<file path="config.mk">
export PLATFORM = sky130hd
export DESIGN_NAME = integer_to_radix_digits_top
export DESIGN_NICKNAME = d
export VERILOG_FILES = /design/src/rtl/core/itrd_pkg.sv /design/src/rtl/core/itrd_ctrl.sv /design/src/rtl/core/itrd_dp.sv /design/src/rtl/core/integer_to_radix_digits_top.sv
export SDC_FILE = /design/constraint.sdc
export NUM_CORES = 1
export LEC_CHECK = 0
export CORE_ASPECT_RATIO = 1.25
export CORE_MARGIN = 10
export CORE_UTILIZATION = 45
export DETAILED_ROUTE_END_ITERATION = 12
export DONT_BUFFER_PORTS = 1
export PLACE_DENSITY = 0.61
export SLEW_MARGIN = 5
export SYNTH_ARGS = -nofsm -noshare
export SYNTH_HDL_FRONTEND = slang
export SYNTH_HIERARCHICAL = 1
export SYNTH_SLANG_ARGS = --single-unit
</file>
<file path="constraint.sdc">
create_clock -name i_clk -period 4.9 [get_ports i_clk]
set_input_delay 0.98 -clock i_clk [delete_from_list [all_inputs] [get_ports i_clk]]
set_output_delay 0.98 -clock i_clk [all_outputs]
set_load 0.03 [all_outputs]
</file>
<file path="src/rtl/core/itrd_pkg.sv">
// Shared types, codes and helpers for the integer-to-radix-digits block.
`timescale 1ns / 1ps

package itrd_pkg;

    // Radix selector codes; the unused code is handled as hexadecimal.
    localparam logic [1:0] RADIX_OCT = 2'd0;
    localparam logic [1:0] RADIX_DEC = 2'd1;
    localparam logic [1:0] RADIX_HEX = 2'd2;

    localparam int unsigned VALUE_W  = 64;
    localparam int unsigned NARROW_W = 32;
    localparam int unsigned BCD_W    = 80;   // 20 decimal digits
    localparam int unsigned WORK_W   = 88;   // 22 digit slots of up to 4 bits

    localparam logic [6:0] CH_ZERO    = 7'd48;
    localparam logic [6:0] CH_UPPER_A = 7'd65;
    localparam logic [6:0] CH_LOWER_A = 7'd97;

    typedef enum logic [1:0] {
        ST_IDLE,
        ST_CONV,
        ST_SKIP,
        ST_EMIT
    } t_state;

    typedef struct packed {
        logic load;        // capture a new input item
        logic dabble;      // one binary-to-BCD shift step
        logic dabble_last; // final step: move BCD result to the digit register
        logic shift;       // drop the top digit
        logic emit;        // register the top digit as a result
        logic last;        // the emitted digit is the least significant one
    } t_dp_cmd;

    typedef struct packed {
        logic top_zero;    // the top digit of the digit register is zero
    } t_dp_sts;

    // Digit positions for a radix and width.
    function automatic logic [4:0] digit_count(input logic [1:0] sel, input logic wide);
        logic [4:0] n;
        unique case (sel)
            RADIX_OCT: n = wide ? 5'd22 : 5'd11;
            RADIX_DEC: n = wide ? 5'd20 : 5'd10;
            default:   n = wide ? 5'd16 : 5'd8;
        endcase
        return n;
    endfunction

endpackage

</file>
<file path="src/rtl/core/itrd_ctrl.sv">
// Sequencer for the integer-to-radix-digits block: conversion steps and digit emission.
`timescale 1ns / 1ps

module itrd_ctrl (
    input  logic             i_clk,
    input  logic             i_rst_n,
    input  logic             i_start,
    input  logic             i_wide,
    input  logic [1:0]       i_radix_sel,
    input  itrd_pkg::t_dp_sts i_sts,
    output itrd_pkg::t_dp_cmd o_cmd,
    output logic             o_busy
);
    import itrd_pkg::*;

    t_state     r_state, n_state;
    logic [6:0] r_cnt;   // BCD shift steps left
    logic [4:0] r_left;  // digit positions left

    always_ff @(posedge i_clk) begin
        if (!i_rst_n) begin
            r_state <= ST_IDLE;
            r_cnt   <= '0;
            r_left  <= '0;
        end else begin
            r_state <= n_state;
            unique case (r_state)
                ST_IDLE: begin
                    if (i_start) begin
                        r_left <= digit_count(i_radix_sel, i_wide);
                        r_cnt  <= i_wide ? 7'd64 : 7'd32;
                    end
                end
                ST_CONV: r_cnt <= r_cnt - 7'd1;
                ST_SKIP: begin
                    if (i_sts.top_zero && r_left > 5'd1) begin
                        r_left <= r_left - 5'd1;
                    end
                end
                ST_EMIT: r_left <= r_left - 5'd1;
                default: ;
            endcase
        end
    end

    // next state
    always_comb begin
        n_state = r_state;
        unique case (r_state)
            ST_IDLE: begin
                if (i_start) begin
                    n_state = (i_radix_sel == RADIX_DEC) ? ST_CONV : ST_SKIP;
                end
            end
            ST_CONV: begin
                if (r_cnt == 7'd1) begin
                    n_state = ST_SKIP;
                end
            end
            ST_SKIP: begin
                if (!(i_sts.top_zero && r_left > 5'd1)) begin
                    n_state = ST_EMIT;
                end
            end
            ST_EMIT: begin
                if (r_left == 5'd1) begin
                    n_state = ST_IDLE;
                end
            end
            default: n_state = ST_IDLE;
        endcase
    end

    // datapath commands
    always_comb begin
        o_cmd  = '0;
        o_busy = 1'b1;
        unique case (r_state)
            ST_IDLE: begin
                o_busy     = 1'b0;
                o_cmd.load = i_start;
            end
            ST_CONV: begin
                o_cmd.dabble      = 1'b1;
                o_cmd.dabble_last = (r_cnt == 7'd1);
            end
            ST_SKIP: begin
                o_cmd.shift = i_sts.top_zero && r_left > 5'd1;
            end
            ST_EMIT: begin
                o_cmd.shift = 1'b1;
                o_cmd.emit  = 1'b1;
                o_cmd.last  = (r_left == 5'd1);
            end
            default: ;
        endcase
    end

    a_emit_has_digit: assert property (@(posedge i_clk) disable iff (!i_rst_n)
        r_state == ST_EMIT |-> r_left != 5'd0)
        else $error("emitting with no digit positions left");

    a_conv_count: assert property (@(posedge i_clk) disable iff (!i_rst_n)
        r_state == ST_CONV |-> r_cnt != 7'd0)
        else $error("BCD step counter ran out during conversion");

    a_last_ends: assert property (@(posedge i_clk) disable iff (!i_rst_n)
        (r_state == ST_EMIT && r_left == 5'd1) |=> r_state == ST_IDLE)
        else $error("sequencer did not return to idle after last digit");

    a_skip_no_emit: assert property (@(posedge i_clk) disable iff (!i_rst_n)
        o_cmd.emit |-> (r_state == ST_EMIT && !o_cmd.load && !o_cmd.dabble))
        else $error("emit issued outside the emit phase");

endmodule

</file>
<file path="src/rtl/core/itrd_dp.sv">
// Datapath: binary-to-BCD shifter, digit register and character formatting.
`timescale 1ns / 1ps

module itrd_dp (
    input  logic              i_clk,
    input  logic              i_rst_n,
    input  itrd_pkg::t_dp_cmd i_cmd,
    input  logic [63:0]       i_value,
    input  logic              i_wide,
    input  logic [1:0]        i_radix_sel,
    input  logic              i_upper_case,
    output itrd_pkg::t_dp_sts o_sts,
    output logic              o_strobe,
    output logic [6:0]        o_digit_char,
    output logic              o_is_last
);
    import itrd_pkg::*;

    logic [VALUE_W-1:0] r_bin;
    logic [BCD_W-1:0]   r_bcd, n_bcd, adj_bcd;
    logic [WORK_W-1:0]  r_work;
    logic               r_wide, r_oct, r_upper;
    logic               r_strobe;
    logic [6:0]         r_char;
    logic               r_last;
    logic [3:0]         top;
    logic [6:0]         ch;

    // add-3 correction on every BCD digit, then shift in the next binary bit
    always_comb begin
        for (int k = 0; k < BCD_W / 4; k++) begin
            adj_bcd[k*4 +: 4] = (r_bcd[k*4 +: 4] >= 4'd5) ? r_bcd[k*4 +: 4] + 4'd3
                                                           : r_bcd[k*4 +: 4];
        end
        n_bcd = {adj_bcd[BCD_W-2:0], r_bin[VALUE_W-1]};
    end

    assign top = r_oct ? {1'b0, r_work[WORK_W-1 -: 3]} : r_work[WORK_W-1 -: 4];
    assign o_sts.top_zero = (top == 4'd0);

    always_comb begin
        if (top < 4'd10) begin
            ch = CH_ZERO + {3'b000, top};
        end else begin
            ch = (r_upper ? CH_UPPER_A : CH_LOWER_A) + {3'b000, top} - 7'd10;
        end
    end

    always_ff @(posedge i_clk) begin
        if (i_cmd.load) begin
            r_wide  <= i_wide;
            r_oct   <= (i_radix_sel == RADIX_OCT);
            r_upper <= i_upper_case;
            r_bcd   <= '0;
            r_bin   <= i_wide ? i_value : {i_value[NARROW_W-1:0], {NARROW_W{1'b0}}};
            case (i_radix_sel)
                RADIX_OCT: r_work <= i_wide ? {2'b00, i_value, 22'd0}
                                            : {1'b0, i_value[NARROW_W-1:0], 55'd0};
                default:   r_work <= i_wide ? {i_value, 24'd0}
                                            : {i_value[NARROW_W-1:0], 56'd0};
            endcase
        end else if (i_cmd.dabble) begin
            r_bcd <= n_bcd;
            r_bin <= {r_bin[VALUE_W-2:0], 1'b0};
            if (i_cmd.dabble_last) begin
                r_work <= r_wide ? {n_bcd, 8'd0} : {n_bcd[39:0], 48'd0};
            end
        end else if (i_cmd.shift) begin
            r_work <= r_oct ? {r_work[WORK_W-4:0], 3'b000} : {r_work[WORK_W-5:0], 4'b0000};
        end
        if (i_cmd.emit) begin
            r_char <= ch;
            r_last <= i_cmd.last;
        end
    end

    always_ff @(posedge i_clk) begin
        if (!i_rst_n) begin
            r_strobe <= 1'b0;
        end else begin
            r_strobe <= i_cmd.emit;
        end
    end

    assign o_strobe     = r_strobe;
    assign o_digit_char = r_char;
    assign o_is_last    = r_last;

endmodule

</file>
<file path="src/rtl/core/integer_to_radix_digits_top.sv">
// Top level of the integer-to-radix-digits converter.
`timescale 1ns / 1ps
//
// Converts an unsigned 32- or 64-bit integer to ASCII digits in octal, decimal
// or hexadecimal, most significant digit first, leading zeros suppressed.
// Input: drive i_value, i_wide, i_radix_sel, i_upper_case and pulse start;
// the transfer happens at a rising edge with start high and busy low.
// Output: one character per o_valid pulse on o_digit_char; o_is_last marks
// the least significant digit. The receiver cannot stall; every strobe is a
// transfer. A zero value gives a single '0'.
// Sequence: octal/hex shift digits straight out of the digit register. Decimal
// first runs a binary-to-BCD shift-and-add-3 pass, one bit per cycle over the
// 32 or 64 input bits. Then the skip phase drops leading zeros from the top of
// the digit register, and the emit phase registers each remaining digit as a
// character. Busy holds from the accept until the last digit is registered.
// The number of digit positions runs from 8 to 22.
// Reset (synchronous, active low) returns the sequencer to idle and clears
// the output strobe; no item survives it.
//
module integer_to_radix_digits_top (
    input  logic        i_clk,
    input  logic        i_rst_n,
    input  logic        start,
    output logic        busy,
    input  logic [63:0] i_value,
    input  logic        i_wide,
    input  logic [1:0]  i_radix_sel,
    input  logic        i_upper_case,
    output logic        o_valid,
    output logic [6:0]  o_digit_char,
    output logic        o_is_last
);
    import itrd_pkg::*;

    t_dp_cmd cmd;
    t_dp_sts sts;
    logic    ctrl_busy;

    // sequencer: BCD step count, digit positions, skip/emit phases
    itrd_ctrl u_ctrl (
        .i_clk       (i_clk),
        .i_rst_n     (i_rst_n),
        .i_start     (start),
        .i_wide      (i_wide),
        .i_radix_sel (i_radix_sel),
        .i_sts       (sts),
        .o_cmd       (cmd),
        .o_busy      (ctrl_busy)
    );

    // datapath: BCD shifter, digit register, ASCII output register
    itrd_dp u_dp (
        .i_clk        (i_clk),
        .i_rst_n      (i_rst_n),
        .i_cmd        (cmd),
        .i_value      (i_value),
        .i_wide       (i_wide),
        .i_radix_sel  (i_radix_sel),
        .i_upper_case (i_upper_case),
        .o_sts        (sts),
        .o_strobe     (o_valid),
        .o_digit_char (o_digit_char),
        .o_is_last    (o_is_last)
    );

    assign busy = ctrl_busy;

endmodule
</file>
# Word level (Yosys, flattened, before mapping)
# Index checks and enable logic that the tools add are counted.
[totals] input_bits=71 output_inout_bits=10 wordCells=139 register_bits=258 ram_bits=0 n_memories=0 latch_bits=0 romBits=0
[op_classes] n_mux=56 addsub=25 reduce_logical=12 shift=0 n_div=0 magnitude_cmp=22 eq_ne=12 bitwise=0 n_mul=0
[op_table] cell="88-bit 2-to-1 mux" count=8
[op_table] cell="64-bit 2-to-1 mux" count=3
[op_table] cell="87-bit 2-to-1 mux" count=1
[op_table] cell="4-bit by 3-bit >= comparator with 1-bit output (second input constant)" count=20
[op_table] cell="4-bit 2-to-1 mux" count=20
[op_table] cell="4-bit by 2-bit adder with 4-bit output (second input constant)" count=19
[op_table] cell="5-bit 2-to-1 mux" count=5
[op_table] cell="7-bit 2-to-1 mux" count=3
[op_table] cell="5-bit case mux with 3 select lines" count=1
[op_table] cell="2-bit 2-to-1 mux" count=7
[op_table] cell="7-bit case mux with 2 select lines" count=1
[op_table] cell="5-bit case mux with 2 select lines" count=1
[op_table] cell="2-bit case mux with 4 select lines" count=1
[op_table] cell="6-bit by 4-bit adder with 7-bit output (first input constant)" count=1
[op_table] cell="7-bit by 4-bit adder with 7-bit output" count=1
[op_table] cell="7-bit by 1-bit == test with 1-bit output (second input constant)" count=1
[op_table] cell="7-bit by 1-bit subtractor with 7-bit output (second input constant)" count=1
[op_table] cell="7-bit by 4-bit subtractor with 7-bit output (second input constant)" count=1
[op_table] cell="6-bit 2-to-1 mux" count=1
[op_table] cell="2-bit by 1-bit inequality test with 1-bit output (second input constant)" count=3
[op_table] cell="3-bit nonzero test" count=2
[op_table] cell="5-bit by 1-bit == test with 1-bit output (second input constant)" count=1
[op_table] cell="5-bit by 1-bit greater-than comparator with 1-bit output (second input constant)" count=1
[op_table] cell="5-bit by 1-bit subtractor with 5-bit output (second input constant)" count=1
[op_table] cell="other kinds (16)" count=23

# Depth between registers and ports, before layout
# Gate-level depths: netlist of run 1.
[depth] ltp_word=7 depth_mapped=11 mapped_depth_nobuf=8

# Cells and area by module
# The synthesis of run 1 kept the hierarchy.
[by_module_without_submodules] mod="itrd_dp" n_inst=1 area_each_um2=13910.8 cells_each=1382 seq_area_each_um2=6276.0
[by_module_without_submodules] mod="itrd_ctrl" n_inst=1 area_each_um2=1063.5 cells_each=132 seq_area_each_um2=280.3

# Worst setup path before layout of run 1
# No wires, ideal clock.
[synth_timing] kind="register to register" startpoint="register u_dp.r_oct" endpoint="register u_dp.r_work[10] (enable)" path_stages_with_launch=11 n_path_buf=3 path_slack_ns=0.535 t_required_ns=4.460 t_arrival_ns=3.925 synth_period_minus_slack_ns=4.365 path_cell_list="edfxtp_1 buf_2 buf_2 buf_2 mux2i_1 ha_1 nor3b_1 a21bo_2 o21ai_0 mux2i_1 nand2_1"
[synth_lines] element="start: declaration" line="itrd_dp.sv:22" text="logic r_wide, r_oct, r_upper;"
[synth_lines] element="start signal: assignment" line="itrd_dp.sv:52" text="r_oct <= (i_radix_sel == RADIX_OCT);"
[synth_lines] element="end signal: assignment" line="itrd_dp.sv:57" text="RADIX_OCT: r_work <= i_wide ? {2'b00, i_value, 22'd0}"
[synth_lines] element="end signal: assignment" line="itrd_dp.sv:59" text="default: r_work <= i_wide ? {i_value, 24'd0}"
[synth_lines] element="end signal: assignment" line="itrd_dp.sv:66" text="r_work <= r_wide ? {n_bcd, 8'd0} : {n_bcd[39:0], 48'd0};"
[synth_lines] element="end: declaration" line="itrd_dp.sv:21" text="logic [WORK_W-1:0] r_work;"

==> reports/metrics.yaml, run 1 <==
whs_ns: 0.4766
max-vdd-ir-drop_mv: 0.2526
dr_total_vias: 12076
power_leakage_uw: 0.005785
dp_hpwl_um: 30570
antenna_cells: 0
syn2layout_area_growth_pct: 8.097
core_mm2: 0.03278
cts_resized: 0
hp-class: "flip-flop to flip-flop"
clk_latency_ns: 0.57
die-area_mm2: 0.04102
synth_edf_count: 155
gp_congestion: 0.8869
synth.top_cell.area_share_pct: 31.08
grt_pass1_vias: 11294
ys_ff_latch: 250
post-place-cells: 1847
async_flop_share_pct: 0
drive_gt1_share_pct: 8.925
power.density_mw_per_mm2: 642.6
max_freq_mhz: 307.1
rsz0062_at_grt: "false"
layout_min_cycle_time_ns: 3.256
cts.sinks: 250
cts_hold_buf: 0
slew_headroom_pct: 28.51
io_pins: 81
core.rowCount: 74
nNetsFinal: 1578
status: "finished clean"
yosys-top-cells-area: "edfxtp_1 (31%), dfxtp_1 (13%), mux2i_1 (8.1%), a21oi_1 (5.5%), ha_1 (4.1%)"
yosysMostFrequentCell: "a21oi_1"
initial_core_util_pct: 45.69
start_kind: "flip-flop"
finalNonFillerCells: 1897
die_w_um: 183.2
skew_ns: 0.02766
max_cap_viol_count: 0
grt_pass1_wl_um: 67740
path_max_fanout: 86
ys_seq_area_share_pct: 43.78
root_buffer: "clkbuf_16"
post-route-util_pct: 49.39
synth_commonest_cells: "a21oi_1 (165), edfxtp_1 (155), mux2i_1 (121)"
synth_area_mm2: 0.01497
drtAntennaViolNets: 0
ys_warn_count: 6
portBuffers: 0
final.fill_count: 3023
synth_top_flop_cell: "edfxtp_1"
firstDrtPassIters: 5
yosysUniqueCellTypes: 69
antenna_found_initial: 0
finalSetupViolations: 0
drcViolationCount: 0
synth_area_leader_cell: "edfxtp_1"
path_class: "flip-flop to flip-flop"
drv_slew: 0
worst_pin_slew_ns: 1.072
cts_buffer_depth: 3
syn_nets: 1634
r2r_cells: 7
holdPathStages: 2
post_cts_buffers: 0
wl_per_cell_um: 23.37
fin_tns_setup_ns: 0
cts_buffers: 27
tritoncts: "built"
grt_use_total_pct: 20.71
finalHoldViolations: 0
die_h_um: 224.0
grt_max_degree: 87
worstPathArrival_ns: 3.53
final_cell_area_mm2: 0.01619
synthCells: 1514
synth_area_per_cell_um2: 9.891
drt-initial-drc-count: 1352
gr-total-overflow: 0
wl_um: 44330
end_kind: "flip-flop"
path_clk_slew_ns: 0.06
htreeDepth: 1
routed_via_density: 6.366
period_share_pct: 66.45
worst_ep_required_time_ns: 5.18
postPlaceCellArea_mm2: 0.01521
## metal layers
metal,GRT usage [%],share of wire (%),vias up
met3,4.826,9.2,67
met4,6.038,2.3,0
met1,27.68,43,5922
met5,0,0,-
met2,32.74,46,459
li1,-,-,5628
## per-stage QoR
stage	setup WS (ns)	total power, µW
final	1.644	10400
after CTS	1.629	10390
after floorplan	0.5349	6966
after global routing	1.408	11020
after detailed placement	1.589	8107
after global placement	1.680	8014
## cell usage in the layout, fill, tap and decap left out, types with 27 or more instances in the layout
master and count:
inv_1 63, dfxtp_1 95, a22o_1 29, mux2i_1 121, mux2_2 37, nor2_1 101
o21ai_0 79, nand2_1 92, ha_1 48, a21oi_1 165, clkbuf_16 27, a211oi_1 42
nor2b_1 31, o22ai_1 28, edfxtp_1 155
## sequential cells by signal, indices dropped and copies added (netlist names)
name and count:
u_dp/r_bin 64, u_ctrl/r_left 5, u_dp/r_work 80, u_dp/r_oct 1, u_dp/r_bcd 80, u_dp/r_upper 1, u_dp/o_strobe 1, u_dp/o_digit_char 7
u_dp/o_is_last 1, u_ctrl/r_state 2, u_dp/r_wide 1, u_ctrl/r_cnt 7
## cell families (layout without fill, tap and decap cells)
| family | after synthesis | count (layout) | share of synthesized area, % |
|---|---|---|---|
| AOI/OAI and AO/OA | 515 | 515 | 23.02 |
| xor gates and xnor gates | 15 | 15 | 0.8774 |
| and+or+nand+nor | 342 | 342 | 11.01 |
| adders and majority gates | 49 | 49 | 4.094 |
| buffers and inverters | 177 | 142 | 5.089 |
| muxes | 166 | 166 | 12.12 |
| DFF | 250 | 250 | 43.78 |
## critical path, stage by stage (launching register included)
cell and delay [ns]:
dfxtp_1 0.34, inv_1 0.12, ha_1 0.32, and2_4 0.45
nor2_1 0.15, inv_4 0.79, o22ai_1 0.26, nor3_1 0.50
## power by group
group / switching [µW] / total (µW) / internal, µW
sequential: 628 / 3990 / 3370
combinational: 2500 / 4140 / 1640
clock: 881 / 2270 / 1390
## path summary, 6_finish.rpt
| check | from | to | slack (ns) |
|---|---|---|---|
| hold reg to reg | u_dp/r_bcd[13]$_SDFFE_PP0P_ | u_dp/r_bcd[13]$_SDFFE_PP0P_ | 0.48 |
| hold / removal | u_dp/r_bcd[13]$_SDFFE_PP0P_ | u_dp/r_bcd[13]$_SDFFE_PP0P_ | 0.48 |
| setup / recovery | u_ctrl/r_state[1]$_SDFFE_PN0P_ | u_dp/r_work[85]$_DFFE_PP_ | 1.64 |
| setup reg to reg | u_ctrl/r_state[1]$_SDFFE_PN0P_ | u_dp/r_work[85]$_DFFE_PP_ | 1.64 |
## layout make-up
| class | instances | area, µm² | area share (%) |
|---|---|---|---|
| Multi-Input combinational cell | 1087 | 7686 | 47.48 |
| Sequential cell | 250 | 6556 | 40.50 |
| Clock buffer | 35 | 705.7 | 4.360 |
| Tap cell | 418 | 523.0 | 3.231 |
| Clock inverter | 15 | 269.0 | 1.662 |
| Inverter | 69 | 261.5 | 1.616 |
| Timing Repair Buffer | 23 | 185.2 | 1.144 |
(Power assumes the default switching activity.)
==> run 2, diff against run 1 <==
- PLACE_DENSITY: 0.61 -> 0.63
- clock period: 4.9 -> 2.67 ns (I/O delays scaled with it)
==> run 2 against run 1 <==
First-iteration DRC count rose by 2.1%. Clock power is 85% higher. Via count is 1.4% higher. Worst hold slack worse by 0.39 ns. Wire length decreased by 1.7%. Sequential cell count is the same. Critical path type unchanged. Largest power group unchanged.
==> reports/metrics.yaml, run 2 (same netlist as run 1, synthesis figures left out) <==
status: "finished clean"
worst_ep_required_time_ns: 2.92  # -2.26 ns
antenna_found_initial: 0  # unchanged
finalHoldViolations: 0  # unchanged
layout_min_cycle_time_ns: 2.466  # -0.7905 ns
io_pins: 81  # unchanged
path_cells: "mux2i_1 -> ha_2 -> nor3b_4 -> a21bo_4 -> o21ai_2 -> mux2i_2 -> nand2_8 -> buf_12"
dr_total_vias: 12248  # +1.4%
drv_slew: 0  # unchanged
fin_tns_setup_ns: 0  # unchanged
die-area_mm2: 0.04102  # unchanged
max_freq_mhz: 405.6  # +32%
max-vdd-ir-drop_mv: 0.5490  # +120%
firstDrtPassIters: 5  # unchanged
top_regs: "u_dp/r_bcd x80, u_dp/r_work x80, u_dp/r_bin x64"
hp-class: "input port to flip-flop"
drcViolationCount: 0  # unchanged
gp_congestion: 0.8876  # about the same
final_cell_area_mm2: 0.01648  # +1.8%
tritoncts: "built"
cts_buffers: 27  # unchanged
drt-initial-drc-count: 1380  # +2.1%
slew_headroom_pct: 38.43  # +9.9 points
initial_core_util_pct: 45.69  # unchanged
cts_buffer_depth: 3  # unchanged
cts_hold_buf: 0  # unchanged
path_class: "flip-flop to flip-flop"
drive_gt1_share_pct: 10.79  # +1.9 points
power.density_mw_per_mm2: 1180  # +84%
start_kind: "flip-flop"
post-place-cells: 1869  # +1.2%
worstPathArrival_ns: 2.71  # -0.82 ns
grt_pass1_wl_um: 67260  # -0.70%
finalSetupViolations: 0  # unchanged
core_mm2: 0.03278  # unchanged
crit_buf_inv: 1  # -1
routed_via_density: 6.382  # +0.26%
postPlaceCellArea_mm2: 0.01549  # +1.8%
wl_per_cell_um: 22.72  # -2.8%
core.rowCount: 74  # unchanged
power_leakage_uw: 0.005961  # +3.0%
wl_um: 43590  # -1.7%
cp_slowest_cell: "edfxtp_1"
worst_pin_slew_ns: 0.9236  # -0.1487 ns
post_cts_buffers: 0  # unchanged
rsz0062_at_grt: "false"
die_h_um: 224.0  # unchanged
final.fill_count: 2967  # -1.9%
grt_use_total_pct: 20.51  # -0.21 points
portBuffers: 0  # unchanged
post-route-util_pct: 50.29  # +0.90 points
cpLargestDelayFamily: "flip-flops"
root_buffer: "clkbuf_16"
die_w_um: 183.2  # unchanged
finalNonFillerCells: 1919  # +1.2%
gr-total-overflow: 0  # unchanged
grt_pass1_vias: 11522  # +2.0%
syn2layout_area_growth_pct: 10.07
mostFrequentLayoutCells: "a21oi_1 (165), edfxtp_1 (155), mux2i_1 (120)"
skew_ns: 0.02539  # -0.002265 ns
end_kind: "flip-flop"
slowest_delay_ns: 0.48  # -0.31 ns
htreeDepth: 1  # unchanged
clk_latency_ns: 0.56  # about the same
path_clk_slew_ns: 0.06  # about the same
drtAntennaViolNets: 0  # unchanged
pre_cts_slack_ns: 0.2158  # -1.373 ns
antenna_cells: 0  # unchanged
cts.sinks: 250  # unchanged
nNetsFinal: 1600  # +1.4%
setup_slack_ns: 0.2042  # -1.440 ns
cts_resized: 0  # unchanged
max_cap_viol_count: 0  # unchanged
path_max_fanout: 21  # -76%
period_share_pct: 92.35  # +26 points
dp_hpwl_um: 30770  # +0.63%
grt_max_degree: 87  # unchanged
layout_commonest_cell: "a21oi_1"
-- run 2: changes by cell type in the layout (fill, tap and decap cells not counted), sizes merged --
cell,before,now
clkinvlp,5,1
clkinv,3,8
bufinv,7,6
buf,23,45
-- run 2: through the flow --
stage | total power (µW) | hold slack [ns]
final | 19450 | 0.08531
after global placement | 15030 | 0.4675
after CTS | 19420 | 0.06305
after global routing | 20630 | 0.07058
after detailed placement | 15180 | 0.4675
after floorplan | 12810 | 0.4548
-- run 2: path summary, 6_finish.rpt --
kind	from	slack, ns	to	depth (start not counted)
min	i_upper_case	0.09	u_dp/r_upper$_DFFE_PP_	0
max reg2reg	u_dp/r_oct$_DFFE_PP_	0.20	u_dp/r_work[51]$_DFFE_PP_	8
min reg2reg	u_dp/r_bcd[9]$_SDFFE_PP0P_	0.47	u_dp/r_bcd[9]$_SDFFE_PP0P_	2
max	u_dp/r_oct$_DFFE_PP_	0.20	u_dp/r_work[51]$_DFFE_PP_	8
-- run 2: area by class of cell --
| type | count | area [µm²] | share of cell area [%] |
|---|---|---|---|
| multi-input cells | 1087 | 7722 | 46.85 |
| flip-flops and latches | 250 | 6556 | 39.78 |
| clock buffers | 35 | 760.7 | 4.615 |
| well taps | 418 | 523.0 | 3.173 |
| repair buffers | 45 | 425.4 | 2.581 |
| inverters | 69 | 261.5 | 1.587 |
| clock inverters | 15 | 232.7 | 1.412 |
-- run 2: power breakdown --
group	leakage, µW	switching, µW	internal, µW	total (µW)
logic	0.00321	4780	3230	8010
registers	0.00226	1090	6160	7260
clock network	0.000487	1600	2590	4190
-- run 2: per-layer routing --
| metal | up-vias | part of all wire (%) | global-route usage (%) |
|---|---|---|---|
| met4 | 0 | 2.1 | 5.773 |
| met3 | 63 | 8.2 | 3.498 |
| li1 | 5672 | - | - |
| met2 | 487 | 47 | 32.49 |
| met5 | - | 0 | 0 |
| met1 | 6026 | 43 | 28.20 |
-- run 2: worst reg2reg max path, cell delays in order, from the launching register on --
cell      delay [ns]
edfxtp_1        0.48
mux2i_1         0.23
ha_2            0.24
nor3b_4         0.23
a21bo_4         0.28
o21ai_2         0.12
mux2i_2         0.13
nand2_8         0.22
buf_12          0.23
